File: config.mk
export PLATFORM = sky130hd
export DESIGN_NAME = button_gesture_mode_control
export DESIGN_NICKNAME = d
export VERILOG_FILES = /design/src/rtl/core/bgm_pkg.sv /design/src/rtl/core/bgm_cfg.sv /design/src/rtl/core/bgm_core.sv /design/src/rtl/core/button_gesture_mode_control.sv
export VERILOG_INCLUDE_DIRS = /design/src /design/src/rtl/core
export SDC_FILE = /design/constraint.sdc
export NUM_CORES = 1
export LEC_CHECK = 0
export BUFFER_PORTS_ARGS = -buffer_cell sky130_fd_sc_hd__buf_2
export CAP_MARGIN = 40
export CORE_AREA = 5 5 203 205
export DETAILED_ROUTE_END_ITERATION = 8
export DIE_AREA = 0 0 208 210
export PLACE_DENSITY = 0.61
export SYNTH_ARGS = -nofsm -noshare
export SYNTH_HDL_FRONTEND = slang
export SYNTH_HIERARCHICAL = 1
export SYNTH_SLANG_ARGS = --single-unit
export TNS_END_PERCENT = 5
File: constraint.sdc
create_clock -name i_clk -period 12.2 [get_ports i_clk]
set_input_delay 3.66 -clock i_clk [delete_from_list [all_inputs] [get_ports i_clk]]
set_output_delay 3.66 -clock i_clk [all_outputs]
set_load 0.02 [all_outputs]
File: src/rtl/core/button_gesture_mode_control_macros.svh
// Assertion helpers used by the top-level gesture control module
`ifndef BUTTON_GESTURE_MODE_CONTROL_MACROS_SVH
`define BUTTON_GESTURE_MODE_CONTROL_MACROS_SVH

// Same-cycle implication, checked outside reset
`define BGM_ASSERT_SAME(lbl, clk, rst_n, ante, cons) \
    lbl: assert property (@(posedge clk) disable iff (!(rst_n)) (ante) |-> (cons)) \
        else $error("%m: same-cycle check failed");

// Next-cycle implication, checked outside reset
`define BGM_ASSERT_NEXT(lbl, clk, rst_n, ante, cons) \
    lbl: assert property (@(posedge clk) disable iff (!(rst_n)) (ante) |=> (cons)) \
        else $error("%m: next-cycle check failed");

`endif

File: src/rtl/core/bgm_pkg.sv
package bgm_pkg;

    // Configuration register geometry
    localparam int CFG_W  = 24;
    localparam int ADDR_W = 4;
    localparam int DATA_W = 32;

    // Register indexes (byte address / 4)
    localparam logic [1:0] REG_DEBOUNCE   = 2'd0;
    localparam logic [1:0] REG_LONG_PRESS = 2'd1;
    localparam logic [1:0] REG_CLICK_WIN  = 2'd2;
    localparam logic [1:0] REG_SPEED_IDLE = 2'd3;

    // Register reset values
    localparam logic [CFG_W-1:0] DEBOUNCE_RST   = 24'd50000;
    localparam logic [CFG_W-1:0] LONG_PRESS_RST = 24'd5000000;
    localparam logic [CFG_W-1:0] CLICK_WIN_RST  = 24'd350000;
    localparam logic [CFG_W-1:0] SPEED_IDLE_RST = 24'd10000000;

    // Mode limits
    localparam logic [4:0] SPEED_MIN     = 5'd2;
    localparam logic [4:0] SPEED_MAX     = 5'd30;
    localparam logic [1:0] CLICK_MAX     = 2'd3;
    localparam logic [1:0] PROTOCOL_LAST = 2'd2;

    typedef enum logic [1:0] {
        ACT_NONE     = 2'd0,
        ACT_PROTOCOL = 2'd1,
        ACT_SPEED    = 2'd2,
        ACT_DIAG     = 2'd3
    } t_action;

    typedef struct packed {
        logic [CFG_W-1:0] debounce_ticks;
        logic [CFG_W-1:0] long_press_ticks;
        logic [CFG_W-1:0] click_window_ticks;
        logic [CFG_W-1:0] speed_idle_ticks;
    } t_cfg;

    typedef struct packed {
        logic [1:0] protocol_select;
        logic [4:0] speed_tenths;
        logic       speed_mode;
        logic       diag_mode;
        logic       save_request;
        t_action    gesture_action;
    } t_result;

endpackage

File: src/rtl/core/bgm_cfg.sv
module bgm_cfg (
    input  logic                       i_clk,
    input  logic                       i_rst_n,
    input  logic                       psel,
    input  logic                       penable,
    input  logic                       pwrite,
    input  logic [bgm_pkg::ADDR_W-1:0] paddr,
    input  logic [bgm_pkg::DATA_W-1:0] pwdata,
    output logic [bgm_pkg::DATA_W-1:0] prdata,
    output logic                       pready,
    output bgm_pkg::t_cfg              o_cfg
);
    import bgm_pkg::*;

    t_cfg       r_cfg;
    logic       wr_en;
    logic [1:0] reg_idx;

    assign pready  = 1'b1;
    assign wr_en   = psel & penable & pwrite;
    assign reg_idx = paddr[3:2];
    assign o_cfg   = r_cfg;

    // Register writes on the access phase
    always_ff @(posedge i_clk) begin
        if (!i_rst_n) begin
            r_cfg.debounce_ticks     <= DEBOUNCE_RST;
            r_cfg.long_press_ticks   <= LONG_PRESS_RST;
            r_cfg.click_window_ticks <= CLICK_WIN_RST;
            r_cfg.speed_idle_ticks   <= SPEED_IDLE_RST;
        end else if (wr_en) begin
            unique case (reg_idx)
                REG_DEBOUNCE:   r_cfg.debounce_ticks     <= pwdata[CFG_W-1:0];
                REG_LONG_PRESS: r_cfg.long_press_ticks   <= pwdata[CFG_W-1:0];
                REG_CLICK_WIN:  r_cfg.click_window_ticks <= pwdata[CFG_W-1:0];
                REG_SPEED_IDLE: r_cfg.speed_idle_ticks   <= pwdata[CFG_W-1:0];
                default:        r_cfg                    <= r_cfg;
            endcase
        end
    end

    // Read-back mux
    always_comb begin
        unique case (reg_idx)
            REG_DEBOUNCE:   prdata = DATA_W'(r_cfg.debounce_ticks);
            REG_LONG_PRESS: prdata = DATA_W'(r_cfg.long_press_ticks);
            REG_CLICK_WIN:  prdata = DATA_W'(r_cfg.click_window_ticks);
            REG_SPEED_IDLE: prdata = DATA_W'(r_cfg.speed_idle_ticks);
            default:        prdata = '0;
        endcase
    end

endmodule

File: src/rtl/core/bgm_core.sv
module bgm_core #(
    parameter int TIMER_WIDTH = 24
) (
    input  logic             i_clk,
    input  logic             i_rst_n,
    input  logic             i_step,
    input  logic             i_down,
    input  bgm_pkg::t_cfg    i_cfg,
    output bgm_pkg::t_result o_result
);
    import bgm_pkg::*;

    localparam int CMP_W = (TIMER_WIDTH > CFG_W) ? TIMER_WIDTH : CFG_W;
    localparam logic [TIMER_WIDTH-1:0] TMAX = {TIMER_WIDTH{1'b1}};

    // Gesture state
    logic                   r_held, n_held;
    logic                   r_long_done, n_long_done;
    logic [TIMER_WIDTH-1:0] r_since_edge, n_since_edge;
    logic [TIMER_WIDTH-1:0] r_held_for, n_held_for;
    logic [1:0]             r_clicks, n_clicks;
    logic [TIMER_WIDTH-1:0] r_since_click, n_since_click;
    logic                   r_speed_mode, n_speed_mode;
    logic [TIMER_WIDTH-1:0] r_since_speed, n_since_speed;
    logic                   r_diag_mode, n_diag_mode;
    logic [1:0]             r_protocol, n_protocol;
    logic [4:0]             r_speed, n_speed;

    logic [TIMER_WIDTH-1:0] inc_edge, inc_held, inc_click, inc_speed;
    logic [4:0]             speed_clamped, speed_stepped;
    logic [1:0]             protocol_next;
    logic                   save;
    t_action                action;

    // Saturating tick counters
    assign inc_edge  = (r_since_edge  == TMAX) ? TMAX : r_since_edge  + 1'b1;
    assign inc_held  = (r_held_for    == TMAX) ? TMAX : r_held_for    + 1'b1;
    assign inc_click = (r_since_click == TMAX) ? TMAX : r_since_click + 1'b1;
    assign inc_speed = (r_since_speed == TMAX) ? TMAX : r_since_speed + 1'b1;

    // Speed step with clamp into range, then wrap
    assign speed_clamped = (r_speed < SPEED_MIN) ? SPEED_MIN :
                           (r_speed > SPEED_MAX) ? SPEED_MAX : r_speed;
    assign speed_stepped = (speed_clamped == SPEED_MAX) ? SPEED_MIN : speed_clamped + 5'd1;

    // Protocol advances modulo three
    assign protocol_next = (r_protocol == PROTOCOL_LAST) ? 2'd0 :
                           (r_protocol == 2'd3)          ? 2'd1 : r_protocol + 2'd1;

    // One tick of the gesture logic
    always_comb begin
        n_held        = r_held;
        n_long_done   = r_long_done;
        n_since_edge  = inc_edge;
        n_held_for    = inc_held;
        n_clicks      = r_clicks;
        n_since_click = inc_click;
        n_speed_mode  = r_speed_mode;
        n_since_speed = inc_speed;
        n_diag_mode   = r_diag_mode;
        n_protocol    = r_protocol;
        n_speed       = r_speed;
        save          = 1'b0;
        action        = ACT_NONE;

        // press edge
        if (i_down && !r_held && (CMP_W'(inc_edge) > CMP_W'(i_cfg.debounce_ticks))) begin
            n_since_edge = '0;
            n_held       = 1'b1;
            n_long_done  = 1'b0;
            n_held_for   = '0;
        end

        // long press
        if (i_down && n_held && !n_long_done &&
            (CMP_W'(n_held_for) >= CMP_W'(i_cfg.long_press_ticks))) begin
            n_long_done  = 1'b1;
            n_clicks     = 2'd0;
            n_speed_mode = 1'b0;
            n_diag_mode  = 1'b0;
            save         = 1'b1;
        end

        // release edge
        if (!i_down && n_held && (CMP_W'(n_since_edge) > CMP_W'(i_cfg.debounce_ticks))) begin
            n_since_edge = '0;
            n_held       = 1'b0;
            if (!n_long_done) begin
                if (n_speed_mode) begin
                    n_speed       = speed_stepped;
                    n_since_speed = '0;
                end else begin
                    if ((n_clicks == 2'd0) ||
                        (CMP_W'(n_since_click) > CMP_W'(i_cfg.click_window_ticks))) begin
                        n_clicks = 2'd1;
                    end else if (n_clicks < CLICK_MAX) begin
                        n_clicks = n_clicks + 2'd1;
                    end
                    n_since_click = '0;
                end
            end
        end

        // click window closes
        if (!n_speed_mode && (n_clicks != 2'd0) &&
            (CMP_W'(n_since_click) > CMP_W'(i_cfg.click_window_ticks))) begin
            case (n_clicks)
                2'd1: begin
                    n_diag_mode = 1'b0;
                    n_protocol  = protocol_next;
                    action      = ACT_PROTOCOL;
                end
                2'd2: begin
                    n_diag_mode   = 1'b0;
                    n_speed_mode  = 1'b1;
                    n_since_speed = '0;
                    action        = ACT_SPEED;
                end
                default: begin
                    n_speed_mode = 1'b0;
                    n_diag_mode  = !n_diag_mode;
                    action       = ACT_DIAG;
                end
            endcase
            n_clicks = 2'd0;
        end

        // speed mode idle timeout
        if (n_speed_mode && (CMP_W'(n_since_speed) > CMP_W'(i_cfg.speed_idle_ticks))) begin
            n_speed_mode = 1'b0;
        end
    end

    // State update, one tick per transaction
    always_ff @(posedge i_clk) begin
        if (!i_rst_n) begin
            r_held        <= 1'b0;
            r_long_done   <= 1'b0;
            r_since_edge  <= TMAX;
            r_held_for    <= '0;
            r_clicks      <= 2'd0;
            r_since_click <= '0;
            r_speed_mode  <= 1'b0;
            r_since_speed <= '0;
            r_diag_mode   <= 1'b0;
            r_protocol    <= 2'd0;
            r_speed       <= SPEED_MIN;
        end else if (i_step) begin
            r_held        <= n_held;
            r_long_done   <= n_long_done;
            r_since_edge  <= n_since_edge;
            r_held_for    <= n_held_for;
            r_clicks      <= n_clicks;
            r_since_click <= n_since_click;
            r_speed_mode  <= n_speed_mode;
            r_since_speed <= n_since_speed;
            r_diag_mode   <= n_diag_mode;
            r_protocol    <= n_protocol;
            r_speed       <= n_speed;
        end
    end

    // Result reflects the state after this tick
    assign o_result.protocol_select = n_protocol;
    assign o_result.speed_tenths    = n_speed;
    assign o_result.speed_mode      = n_speed_mode;
    assign o_result.diag_mode       = n_diag_mode;
    assign o_result.save_request    = save;
    assign o_result.gesture_action  = action;

endmodule

File: src/rtl/core/button_gesture_mode_control.sv
// Push-button gesture and mode control. Each input transaction carries one
// sampled button level and produces exactly one result transaction holding
// the protocol, speed, mode flags, save pulse and gesture action after that
// tick. A transaction is taken every clock cycle when the output side keeps
// up; the input register takes the level on acceptance and the result
// register is loaded from it once it has room, and the result is presented
// from there. While a result waits, a held input stays in the input register
// and input ready drops. The gesture state advances once per transaction.
// Timing registers sit on the APB port at byte addresses 0x0, 0x4, 0x8, 0xC
// and should only be written while no transaction is in flight. There is no
// clearing pass after reset.
module button_gesture_mode_control #(
    parameter int TIMER_WIDTH = 24
) (
    input  logic                       i_clk,
    input  logic                       i_rst_n,
    // input channel
    input  logic                       i_in_valid,
    output logic                       o_in_ready,
    input  logic                       i_button_down,
    // result channel
    output logic                       o_out_valid,
    input  logic                       i_out_ready,
    output logic [1:0]                 o_protocol_select,
    output logic [4:0]                 o_speed_tenths,
    output logic                       o_speed_mode,
    output logic                       o_diag_mode,
    output logic                       o_save_request,
    output logic [1:0]                 o_gesture_action,
    // APB configuration port
    input  logic                       psel,
    input  logic                       penable,
    input  logic                       pwrite,
    input  logic [bgm_pkg::ADDR_W-1:0] paddr,
    input  logic [bgm_pkg::DATA_W-1:0] pwdata,
    output logic [bgm_pkg::DATA_W-1:0] prdata,
    output logic                       pready
);
    import bgm_pkg::*;

`include "button_gesture_mode_control_macros.svh"

    t_cfg    cfg;
    t_result step_result;
    t_result r_out;
    logic    r_in_valid;
    logic    r_in_down;
    logic    r_out_valid;
    logic    advance;

    bgm_cfg u_cfg (
        .i_clk   (i_clk),
        .i_rst_n (i_rst_n),
        .psel    (psel),
        .penable (penable),
        .pwrite  (pwrite),
        .paddr   (paddr),
        .pwdata  (pwdata),
        .prdata  (prdata),
        .pready  (pready),
        .o_cfg   (cfg)
    );

    // Move the held transaction into the result register when it has room
    assign advance    = r_in_valid & (~r_out_valid | i_out_ready);
    assign o_in_ready = ~r_in_valid | advance;

    bgm_core #(
        .TIMER_WIDTH (TIMER_WIDTH)
    ) u_core (
        .i_clk    (i_clk),
        .i_rst_n  (i_rst_n),
        .i_step   (advance),
        .i_down   (r_in_down),
        .i_cfg    (cfg),
        .o_result (step_result)
    );

    // Input register
    always_ff @(posedge i_clk) begin
        if (!i_rst_n) begin
            r_in_valid <= 1'b0;
        end else if (o_in_ready) begin
            r_in_valid <= i_in_valid;
        end
    end

    always_ff @(posedge i_clk) begin
        if (o_in_ready && i_in_valid) begin
            r_in_down <= i_button_down;
        end
    end

    // Result register
    always_ff @(posedge i_clk) begin
        if (!i_rst_n) begin
            r_out_valid <= 1'b0;
        end else if (advance) begin
            r_out_valid <= 1'b1;
        end else if (i_out_ready) begin
            r_out_valid <= 1'b0;
        end
    end

    always_ff @(posedge i_clk) begin
        if (advance) begin
            r_out <= step_result;
        end
    end

    assign o_out_valid       = r_out_valid;
    assign o_protocol_select = r_out.protocol_select;
    assign o_speed_tenths    = r_out.speed_tenths;
    assign o_speed_mode      = r_out.speed_mode;
    assign o_diag_mode       = r_out.diag_mode;
    assign o_save_request    = r_out.save_request;
    assign o_gesture_action  = r_out.gesture_action;

    // Checks
    `BGM_ASSERT_SAME(a_save_clears_modes, i_clk, i_rst_n, o_out_valid && o_save_request, !o_speed_mode && !o_diag_mode && (o_gesture_action == ACT_NONE))
    `BGM_ASSERT_SAME(a_speed_in_range, i_clk, i_rst_n, o_out_valid, (o_speed_tenths >= SPEED_MIN) && (o_speed_tenths <= SPEED_MAX))
    `BGM_ASSERT_SAME(a_speed_entry, i_clk, i_rst_n, o_out_valid && (o_gesture_action == ACT_SPEED), o_speed_mode && !o_diag_mode)
    `BGM_ASSERT_NEXT(a_stall_blocks_input, i_clk, i_rst_n, r_in_valid && r_out_valid && !i_out_ready, r_in_valid && r_out_valid)

endmodule
Word-level counts from Yosys, hierarchy flattened. Cells that the tools add are included. W data, S select, Z words.

Add/sub/neg operators: 7. $mul: 0. Div/mod/pow operators: 0. $lt $le $gt $ge: 9. Equality and inequality tests: 12. Shift operators: 0. Mux-type cells: 48. Bitwise logic cells: 7. Reduce and logical (&&, ||, !) cells: 26.

Operator list (number): $mux W24 (15); $pmux W32 S4 (1); $gt A24 B24 Y1 (5); $add A24 B1 Y24 const B (4); $eq A24 B24 Y1 const B (4); $mux W5 (6); $ge A24 B24 Y1 (1); $mux W2 (11); $mux W1 (13); $logic_and A1 B1 Y1 (11); $eq A2 B2 Y1 const B (5); $reduce_and A2 Y1 (4); $add A5 B1 Y5 const B (1); $eq A5 B5 Y1 const B (1); $gt A5 B5 Y1 const B (1); $logic_not A1 Y1 (5); $lt A5 B2 Y1 const B (1); $add A2 B1 Y2 const B (2); $eq A2 B1 Y1 const B (2); $logic_not A2 Y1 (2); $pmux W2 S2 (1); $reduce_bool A2 Y1 (2); $and A1 B1 Y1 (3); $lt A2 B2 Y1 const B (1); other kinds (5) (7).

Flip-flop bits (word level): 220. Latch bits: 0. Bits in writable memories: 0. Memory bits (read-only): 0. Input port bits: 44. Output and inout port bits: 47. Word-level logic and storage cells: 133. Memories kept: 0.

Logic depth before layout (Yosys ltp). Gate-level depths: netlist (run 1).

Depth after elaboration: 22. Mapped depth: 47. Depth with buffers taken out: 39.

Cells and area by module. Netlist (run 1), hierarchy kept.

Modules (own cells, without submodules): bgm_core (times used 1, cells each 1436, area each 10730.3 um^2); bgm_cfg (times used 1, cells each 414, area each 4272.8 um^2); button_gesture_mode_control (times used 1, cells each 22, area each 494.2 um^2).

Worst setup path after synthesis (run 1). Ideal clock, no wire load.

Path kind: register -> register. From: reg u_core.r_since_edge[8]. To: reg r_out (netlist bit o_speed_mode), data pin. Arrival: 9.433 ns. Path slack: 2.642 ns. Cell stages (with the launch flop): 47. Cells stage by stage: dfxtp_1 > nand3_1 > or3_1 > clkbuf_1 > or3_1 > nor2_1 > and3_1 > nand3_1 > o21a_1 > ha_1 > nand4_2 > nor4_2 > o21ai_1 > a41oi_4 > clkbuf_1 > clkbuf_1 > nor2_1 > ha_1 > [11 not listed] > a31oi_1 > o221ai_1 > o21ai_0 > nor2_1 > a21o_1 > buf_4 > buf_2 > a21oi_1 > ha_1 > a211oi_1 > o21bai_1 > a2111oi_0 > o21bai_1 > o22ai_1 > a31o_2 > o31ai_1 > nor2_1 > buf_4.

Elaborated cells on any way between the ends: 49. Those cells by class: 2 x add/sub; 6 x order compare; 3 x eq/ne; 24 x mux; 14 x reduce/logical.

RTL lines: start: declaration (line bgm_core.sv:19) `logic [TIMER_WIDTH-1:0] r_since_edge, n_since_edge;`; start signal: assignment (line bgm_core.sv:151) `r_since_edge <= n_since_edge;`; $add A24 B1 Y24 / $eq A24 B24 Y1 (equally long branches) (line bgm_core.sv:36) `assign inc_edge = (r_since_edge == TMAX) ? TMAX : r_since_edge + 1'b1;`; $mux W24 * (line bgm_core.sv:36); branches (longest 9 deep; another with $gt A24 B24 Y1); $mux W24 * (line bgm_core.sv:85) `if (!i_down && n_held && (CMP_W'(n_since_edge) > CMP_W'(i_cfg.debounce_ticks))) begin`; via u_core.n_since_click[15] (line bgm_core.sv:22) `logic [TIMER_WIDTH-1:0] r_since_click, n_since_click;`; $gt A24 B24 Y1 * (line bgm_core.sv:106) `(CMP_W'(n_since_click) > CMP_W'(i_cfg.click_window_ticks))) begin`; $logic_and A1 B1 Y1 * (line bgm_core.sv:105) `if (!n_speed_mode && (n_clicks != 2'd0) &&`; $mux W24 * (line bgm_core.sv:105); via u_core.n_since_speed[17] (line bgm_core.sv:24) `logic [TIMER_WIDTH-1:0] r_since_speed, n_since_speed;`; $gt A24 B24 Y1 * (line bgm_core.sv:129) `if (n_speed_mode && (CMP_W'(n_since_speed) > CMP_W'(i_cfg.speed_idle_ticks))) begin`; $logic_and A1 B1 Y1 * (line bgm_core.sv:129); $mux W1 * (line bgm_core.sv:129); via u_core.n_speed_mode (line bgm_core.sv:23) `logic r_speed_mode, n_speed_mode;`; end signal: assignment (line button_gesture_mode_control.sv:107) `r_out <= step_result;`; end: declaration (line button_gesture_mode_control.sv:45) `t_result r_out;`.

Mark *: on every way through the listed nets, which the timed path passes. A chain may end at the register's enable or synchronous reset.

Worst setup path in the final report (run 1).
From: reg u_core.r_since_edge[8]. To: reg u_core.r_speed_mode.

Elaborated cells on any way between the ends: 49. Those cells by class: 2 x add/sub; 6 x order compare; 3 x eq/ne; 24 x mux; 14 x reduce/logical.

RTL lines: $add A24 B1 Y24 / $eq A24 B24 Y1 (equally long branches) (line bgm_core.sv:36); $mux W24 * (line bgm_core.sv:36); branches (longest 9 deep; another with $gt A24 B24 Y1); $mux W24 * (line bgm_core.sv:85); via u_core.n_since_click[23] (line bgm_core.sv:22); $gt A24 B24 Y1 * (line bgm_core.sv:106); $logic_and A1 B1 Y1 * (line bgm_core.sv:105); $mux W24 * (line bgm_core.sv:105); via u_core.n_since_speed[17] (line bgm_core.sv:24); $gt A24 B24 Y1 * (line bgm_core.sv:129); $logic_and A1 B1 Y1 * (line bgm_core.sv:129); $mux W1 * (line bgm_core.sv:129); end signal: assignment (line bgm_core.sv:155) `r_speed_mode <= n_speed_mode;`; end: declaration (line bgm_core.sv:23).

Marks and branches as above.

==> results_dict.tcl, run 1 <==
set metrics [dict create \
    status "finished clean" \
    cp_max_fo 18 \
    ys_top_cells_by_area "dfxtp_1 (27%), ha_1 (13%), mux2i_1 (6.0%)" \
    dieArea_mm2 0.0437 \
    num_io_pins 91 \
    arrival_ns 11.59 \
    r2r_start "u_core/r_since_edge[8]" \
    cts_made_buffers 27 \
    synth_area_mm2 0.0155 \
    start_kind "register" \
    n_antenna_cell 0 \
    viasPerCell 5.66 \
    power_mw 1.97 \
    htree_levels 1 \
    busiest_layer "met2" \
    yosys.cell_types.count 83 \
    grtUsageMet3_pct 2.74 \
    peakVddDrop_mv 0.0928 \
    drive_above_1_share_pct 11.4 \
    vias 13700 \
    drt_iter0_markers 1081 \
    antenna_left 0 \
    crit_buf_inv 2 \
    buffer_ports.inserted 71 \
    leakage_nw 7.41 \
    path_depth 39 \
    dp.cells 2378 \
    clkSlewWorstSetupHoldPaths_ns 0.06 \
    met1_usage_pct 27.3 \
    fp.dieH_um 210 \
    crit_top_cell "ha_1" \
    grt.total_usage_pct 19.8 \
    hpwlAfterDp_um 33300 \
    synth_edf_count 13 \
    setup_viol 0 \
    grt_pass1_vias 13100 \
    wl_per_cell_um 18.6 \
    clock-root-buffer "clkbuf_16" \
    place_congestion 0.878 \
    required_ns 12.65 \
    synth_top_area_share_pct 26.7 \
    firstDrtPassIters 5 \
    rsz0062_at_grt "no" \
    layout.nets 2081 \
    synthArstFlopShare_pct 0 \
    relSlewSlack_pct 40.5 \
    final_cells 2427 \
    clockBufferDepth 3 \
    grt_max_degree 85 \
    wl_um 45300 \
    netlist_instances 1872 \
    gr-total-overflow 0 \
    ctsResizeCount 0 \
    crit_type "reg2reg" \
    initial_core_util_pct 39.5 \
    post-place-ws_ns 1.32 \
    synth.avg_cell_area_um2 8.28 \
    grt_use_met2_pct 32.8 \
    worstMarginPinSlew_ns 0.888 \
    post-route-period-util_pct 91.3 \
    ys.flop_type "dfxtp_1" \
    setup_slack_ns 1.07 \
    cp-startpoint "u_core/r_since_edge[8]" \
    maxSlewViolCount 0 \
    cts_tree "done" \
    rows 73 \
    grt_pass1_wl_um 71200 \
    yosysWarnings 6 \
    fin_tns_setup_ns 0 \
    r2r_slack_ns 1.07 \
    antenna_found_initial 1 \
    endpoint "u_core/r_speed_mode" \
    crit_path_end_kind "register" \
    fmax_mhz 89.8 \
    slowest_stage "or3_1" \
    max-cap-violations 0 \
    core-area_mm2 0.0393 \
    rr_worst_depth 39 \
    clock-sinks 220 \
    reg2reg_to "u_core/r_speed_mode" \
    cts_hold_buf 0 \
    drc 0 \
    cts_setup_buffers 0 \
    hold_ws_ns 0.475 \
    yosysSeqAreaShare_pct 29.3 \
    area_growth_pct 11.6 \
    die_w_um 208 \
    layout_min_cycle_time_ns 11.13 \
    fillCellCount 3937 \
    hold_violations 0 \
    powerDensity_mw_per_mm2 114 \
    yosys.area.top_type "dfxtp_1" \
    finClkSkew_ns 0.0121 \
    clk_latency_ns 0.55 \
    critPathTopFamily "simple AND/OR/NAND/NOR gates" \
    cp_slowest_stage_delay_ns 0.71 \
    hp-class "reg2reg" \
    synth-seq-cells 220 \
]
[layout make-up]
cell class / count / area [µm²] / area share (%)
clock buffer: 35 / 766 / 4.43
clock inverter: 14 / 274 / 1.58
inverter: 162 / 608 / 3.52
multi-input combinational: 1374 / 9860 / 57.0
sequential: 220 / 4530 / 26.2
tap: 525 / 657 / 3.80
timing repair buffer: 97 / 604 / 3.49
[flip-flops by register name (all words and copies together), names as in the netlist, 2 cells and up]
signal                count
u_cfg/o_cfg              96
u_core/r_held_for        24
u_core/r_since_click     24
u_core/r_since_edge      24
u_core/r_since_speed     24
o_speed_tenths            5
u_core/r_speed            5
o_gesture_action          2
o_protocol_select         2
u_core/r_clicks           2
u_core/r_protocol         2
[routing by layer]
layer,wire (µm),share of wire [%],up-vias
li1,-,-,6682
met1,20900,46,6617
met2,20800,46,353
met3,2330,5.1,77
met4,1170,2.6,0
met5,0,0,-
[placed cells by master (no fill, tap or decap), types with 46 or more instances in the layout]
master	count
nand2_1	203
dfxtp_1	207
a21oi_1	177
mux2i_1	93
nor2_1	106
buf_2	70
o21ai_0	69
inv_1	159
nand4_1	46
ha_1	155
nand3_1	76
[worst register-to-register path, delay by kind of cell (launching register included)]
kind,cells,cell delay (ns)
and+or+nand+nor,16,4.99
DFF,1,0.41
AOI/OAI and AO/OA,17,3.97
adders and majority gates,4,1.25
buffers and inverters,2,0.46
[metrics by stage]
step,instance area [µm²],utilization [%]
6_report,17300,44.0
5_1_grt,17300,44.0
4_1_cts,17300,44.0
3_5_place_dp,16300,41.4
3_3_place_gp,16200,41.2
2_1_floorplan,15500,-
[synth_stat cells (25+ instances only)]
cell and count:
dfxtp_1 207, nand2_1 203, a21oi_1 177, inv_1 160, ha_1 155, nor2_1 106, mux2i_1 93, nand3_1 76
clkbuf_1 74, o21ai_0 69, nand4_1 46, xnor2_1 38, xor2_1 33, o211ai_1 31, buf_2 27, nor2b_1 25
[where the power goes]
group | total (mW) | internal (mW) | leakage [nW] | switching (mW)
Sequential | 0.757 | 0.741 | 1.80 | 0.0160
Clock | 0.941 | 0.609 | 0.512 | 0.333
Combinational | 0.276 | 0.0998 | 5.10 | 0.176
[how the worst min path moves through the flow]
stage,startpoint,to,slack (ns),depth (start not counted)
floorplan,u_core/r_protocol[1],u_core/r_protocol[1],0.44,2
global placement,u_core/r_protocol[1],u_core/r_protocol[1],0.46,2
detailed placement,u_cfg/o_cfg[68],u_cfg/o_cfg[68],0.46,2
CTS,u_cfg/o_cfg[68],u_cfg/o_cfg[68],0.47,2
global route,u_cfg/o_cfg[51],u_cfg/o_cfg[51],0.50,2
finish,u_cfg/o_cfg[90],u_cfg/o_cfg[90],0.47,2
[logic make-up after synthesis]
family          count (synthesis)  synth area share [%]
buf+inv                       285                  7.56
compound gates                438                  18.4
xor+xnor                       71                  4.01
mux                           122                  9.86
other cells                     2                0.0485
simple gates                  579                  18.4
fa+ha+maj                     155                  12.5
flops                         220                  29.3
No activity file was read; power rests on OpenSTA's default activity.
==> run 2: changes to the inputs <==
clock period = 12.49 ns   (was 12.2 ns; I/O delays follow)
==> results_dict.tcl, run 2 (synthesis results as in run 1) <==
set metrics [dict create \
    layout_common_cells "dfxtp_1 (207), nand2_1 (203), a21oi_1 (177), inv_1 (159), ha_1 (155)" \
    crit_top_cell "ha_1" \
    path_depth 38 \
    firstDrtPassIters 5 \
    required_ns 12.95 \
    relSlewSlack_pct 42.3 \
    n_antenna_cell 0 \
    gr-total-overflow 0 \
    p_int_mw 1.27 \
    area_growth_pct 10.3 \
    crit_type "reg2reg" \
    clock_power_share_pct 42.8 \
    clk_latency_ns 0.55 \
    cts_setup_buffers 0 \
    p_sw_share_pct 27.9 \
    post-route-period-util_pct 91.6 \
    leakage_nw 7.31 \
    hold_violations 0 \
    comb_power_share_pct 15.2 \
    worstHoldStart "u_cfg/o_cfg[68]" \
    rows 73 \
    mostFrequentLayoutCell "dfxtp_1" \
    power_mw 1.76 \
    grt_max_degree 72 \
    fillCellCount 3900 \
    drt_iter0_markers 1001 \
    cts_made_buffers 27 \
    drc 0 \
    hp-class "reg2reg" \
    powerDensity_mw_per_mm2 103 \
    wl_per_cell_um 18.4 \
    vias 13500 \
    layout.nets 2079 \
    cts_hold_buf 0 \
    slowest_stage "or3_1" \
    cp_max_fo 26 \
    clockBufferDepth 3 \
    setup_slack_ns 1.05 \
    htree_levels 1 \
    initial_core_util_pct 39.5 \
    antenna_left 0 \
    fmax_mhz 87.4 \
    drive_above_1_share_pct 10.8 \
    cp_slowest_stage_delay_ns 0.70 \
    r2r_start "u_core/r_since_edge[8]" \
    max-cap-violations 0 \
    core-area_mm2 0.0393 \
    buffer_ports.inserted 71 \
    die_w_um 208 \
    worstMarginPinSlew_ns 0.864 \
    reg2reg_to "u_core/r_speed_mode" \
    start_kind "register" \
    post-place-ws_ns 1.29 \
    crit_buf_inv 1 \
    wl_um 44600 \
    arrival_ns 11.90 \
    switching_power_mw 0.491 \
    fin_tns_setup_ns 0 \
    grt.total_usage_pct 19.6 \
    min_to "u_cfg/o_cfg[68]" \
    grt_pass1_vias 13100 \
    rsz0062_at_grt "no" \
    hold_depth 2 \
    final_cells 2420 \
    status "finished clean" \
    grt_pass1_wl_um 70500 \
    crit_path_end_kind "register" \
    finClkSkew_ns 0.0125 \
    peakVddDrop_mv 0.0871 \
    fp.dieH_um 210 \
    cp-startpoint "u_core/r_since_edge[8]" \
    cts_tree "done" \
    num_io_pins 91 \
    clkSlewWorstSetupHoldPaths_ns 0.06 \
    clock-root-buffer "clkbuf_16" \
    antenna_found_initial 1 \
    hpwlAfterDp_um 33100 \
    ctsResizeCount 0 \
    setup_viol 0 \
    critPathTopFamily "simple AND/OR/NAND/NOR gates" \
    layout_min_cycle_time_ns 11.44 \
    place_congestion 0.875 \
    clock-sinks 220 \
    dp.cells 2376 \
    largest_register_ffs 96 \
    r2r_slack_ns 1.05 \
    dieArea_mm2 0.0437 \
    power_frac_seq_pct 42.0 \
    viasPerCell 5.60 \
    rr_worst_depth 38 \
    maxSlewViolCount 0 \
]
## run 2: cell count changes in the layout (fill, tap and decap cells not counted)
cell,delta
bufinv_16,-7
clkbuf_1,+5
buf_4,-2
buf_16,+1
buf_8,-1
clkinv_2,-1
clkinvlp_4,-1
inv_4,-1
## run 2: worst max-delay path by stage
stage | to | slack [ns]
detailed placement | u_core/r_speed_mode | 1.29
global placement | u_core/r_speed_mode | 1.40
finish | u_core/r_speed_mode | 1.05
CTS | u_core/r_speed_mode | 1.23
floorplan | o_speed_mode | 2.93
global route | u_core/r_speed_mode | 0.19
## run 2: metrics by stage
step / utilization (%) / area (µm²) / hold slack (ns)
6_report: 43.5 / 17100 / 0.476
5_1_grt: 43.5 / 17100 / 0.495
4_1_cts: 43.5 / 17100 / 0.477
3_5_place_dp: 41.4 / 16300 / 0.469
3_3_place_gp: 41.2 / 16200 / 0.455
2_1_floorplan: - / 15500 / 0.444
## run 2: area by class of cell
| class | count | area [µm²] | share of cell area, % |
|---|---|---|---|
| clock buffers | 40 | 785 | 4.59 |
| repair buffers | 95 | 602 | 3.52 |
| clock inverters | 4 | 45.0 | 0.264 |
| inverters | 162 | 608 | 3.56 |
| multi-input cells | 1374 | 9860 | 57.7 |
| well taps | 525 | 657 | 3.84 |
| flip-flops and latches | 220 | 4530 | 26.5 |
## run 2: metal layers
metal | wire, µm | vias up | GRT usage [%] | share of wire (%)
met2 | 20500 | 310 | 32.8 | 46
li1 | - | 6675 | - | -
met4 | 1350 | 0 | 6.00 | 3.0
met5 | 0 | - | 0 | 0
met3 | 2260 | 69 | 2.71 | 5.1
met1 | 20500 | 6495 | 26.5 | 46
## run 2: worst min-delay path, stage by stage (launching register included)
cell and delay (ns):
dfxtp_1 0.32, nand2_1 0.06, mux2i_1 0.05
## run 2: power by group through the flow
stage | registers, mW | logic (mW) | clock network [mW]
after floorplan | 0.751 | 0.195 | 0
after global placement | 0.754 | 0.257 | 0
after detailed placement | 0.754 | 0.265 | 0
after CTS | 0.739 | 0.267 | 0.774
after global routing | 0.741 | 0.298 | 0.797
final | 0.739 | 0.267 | 0.754
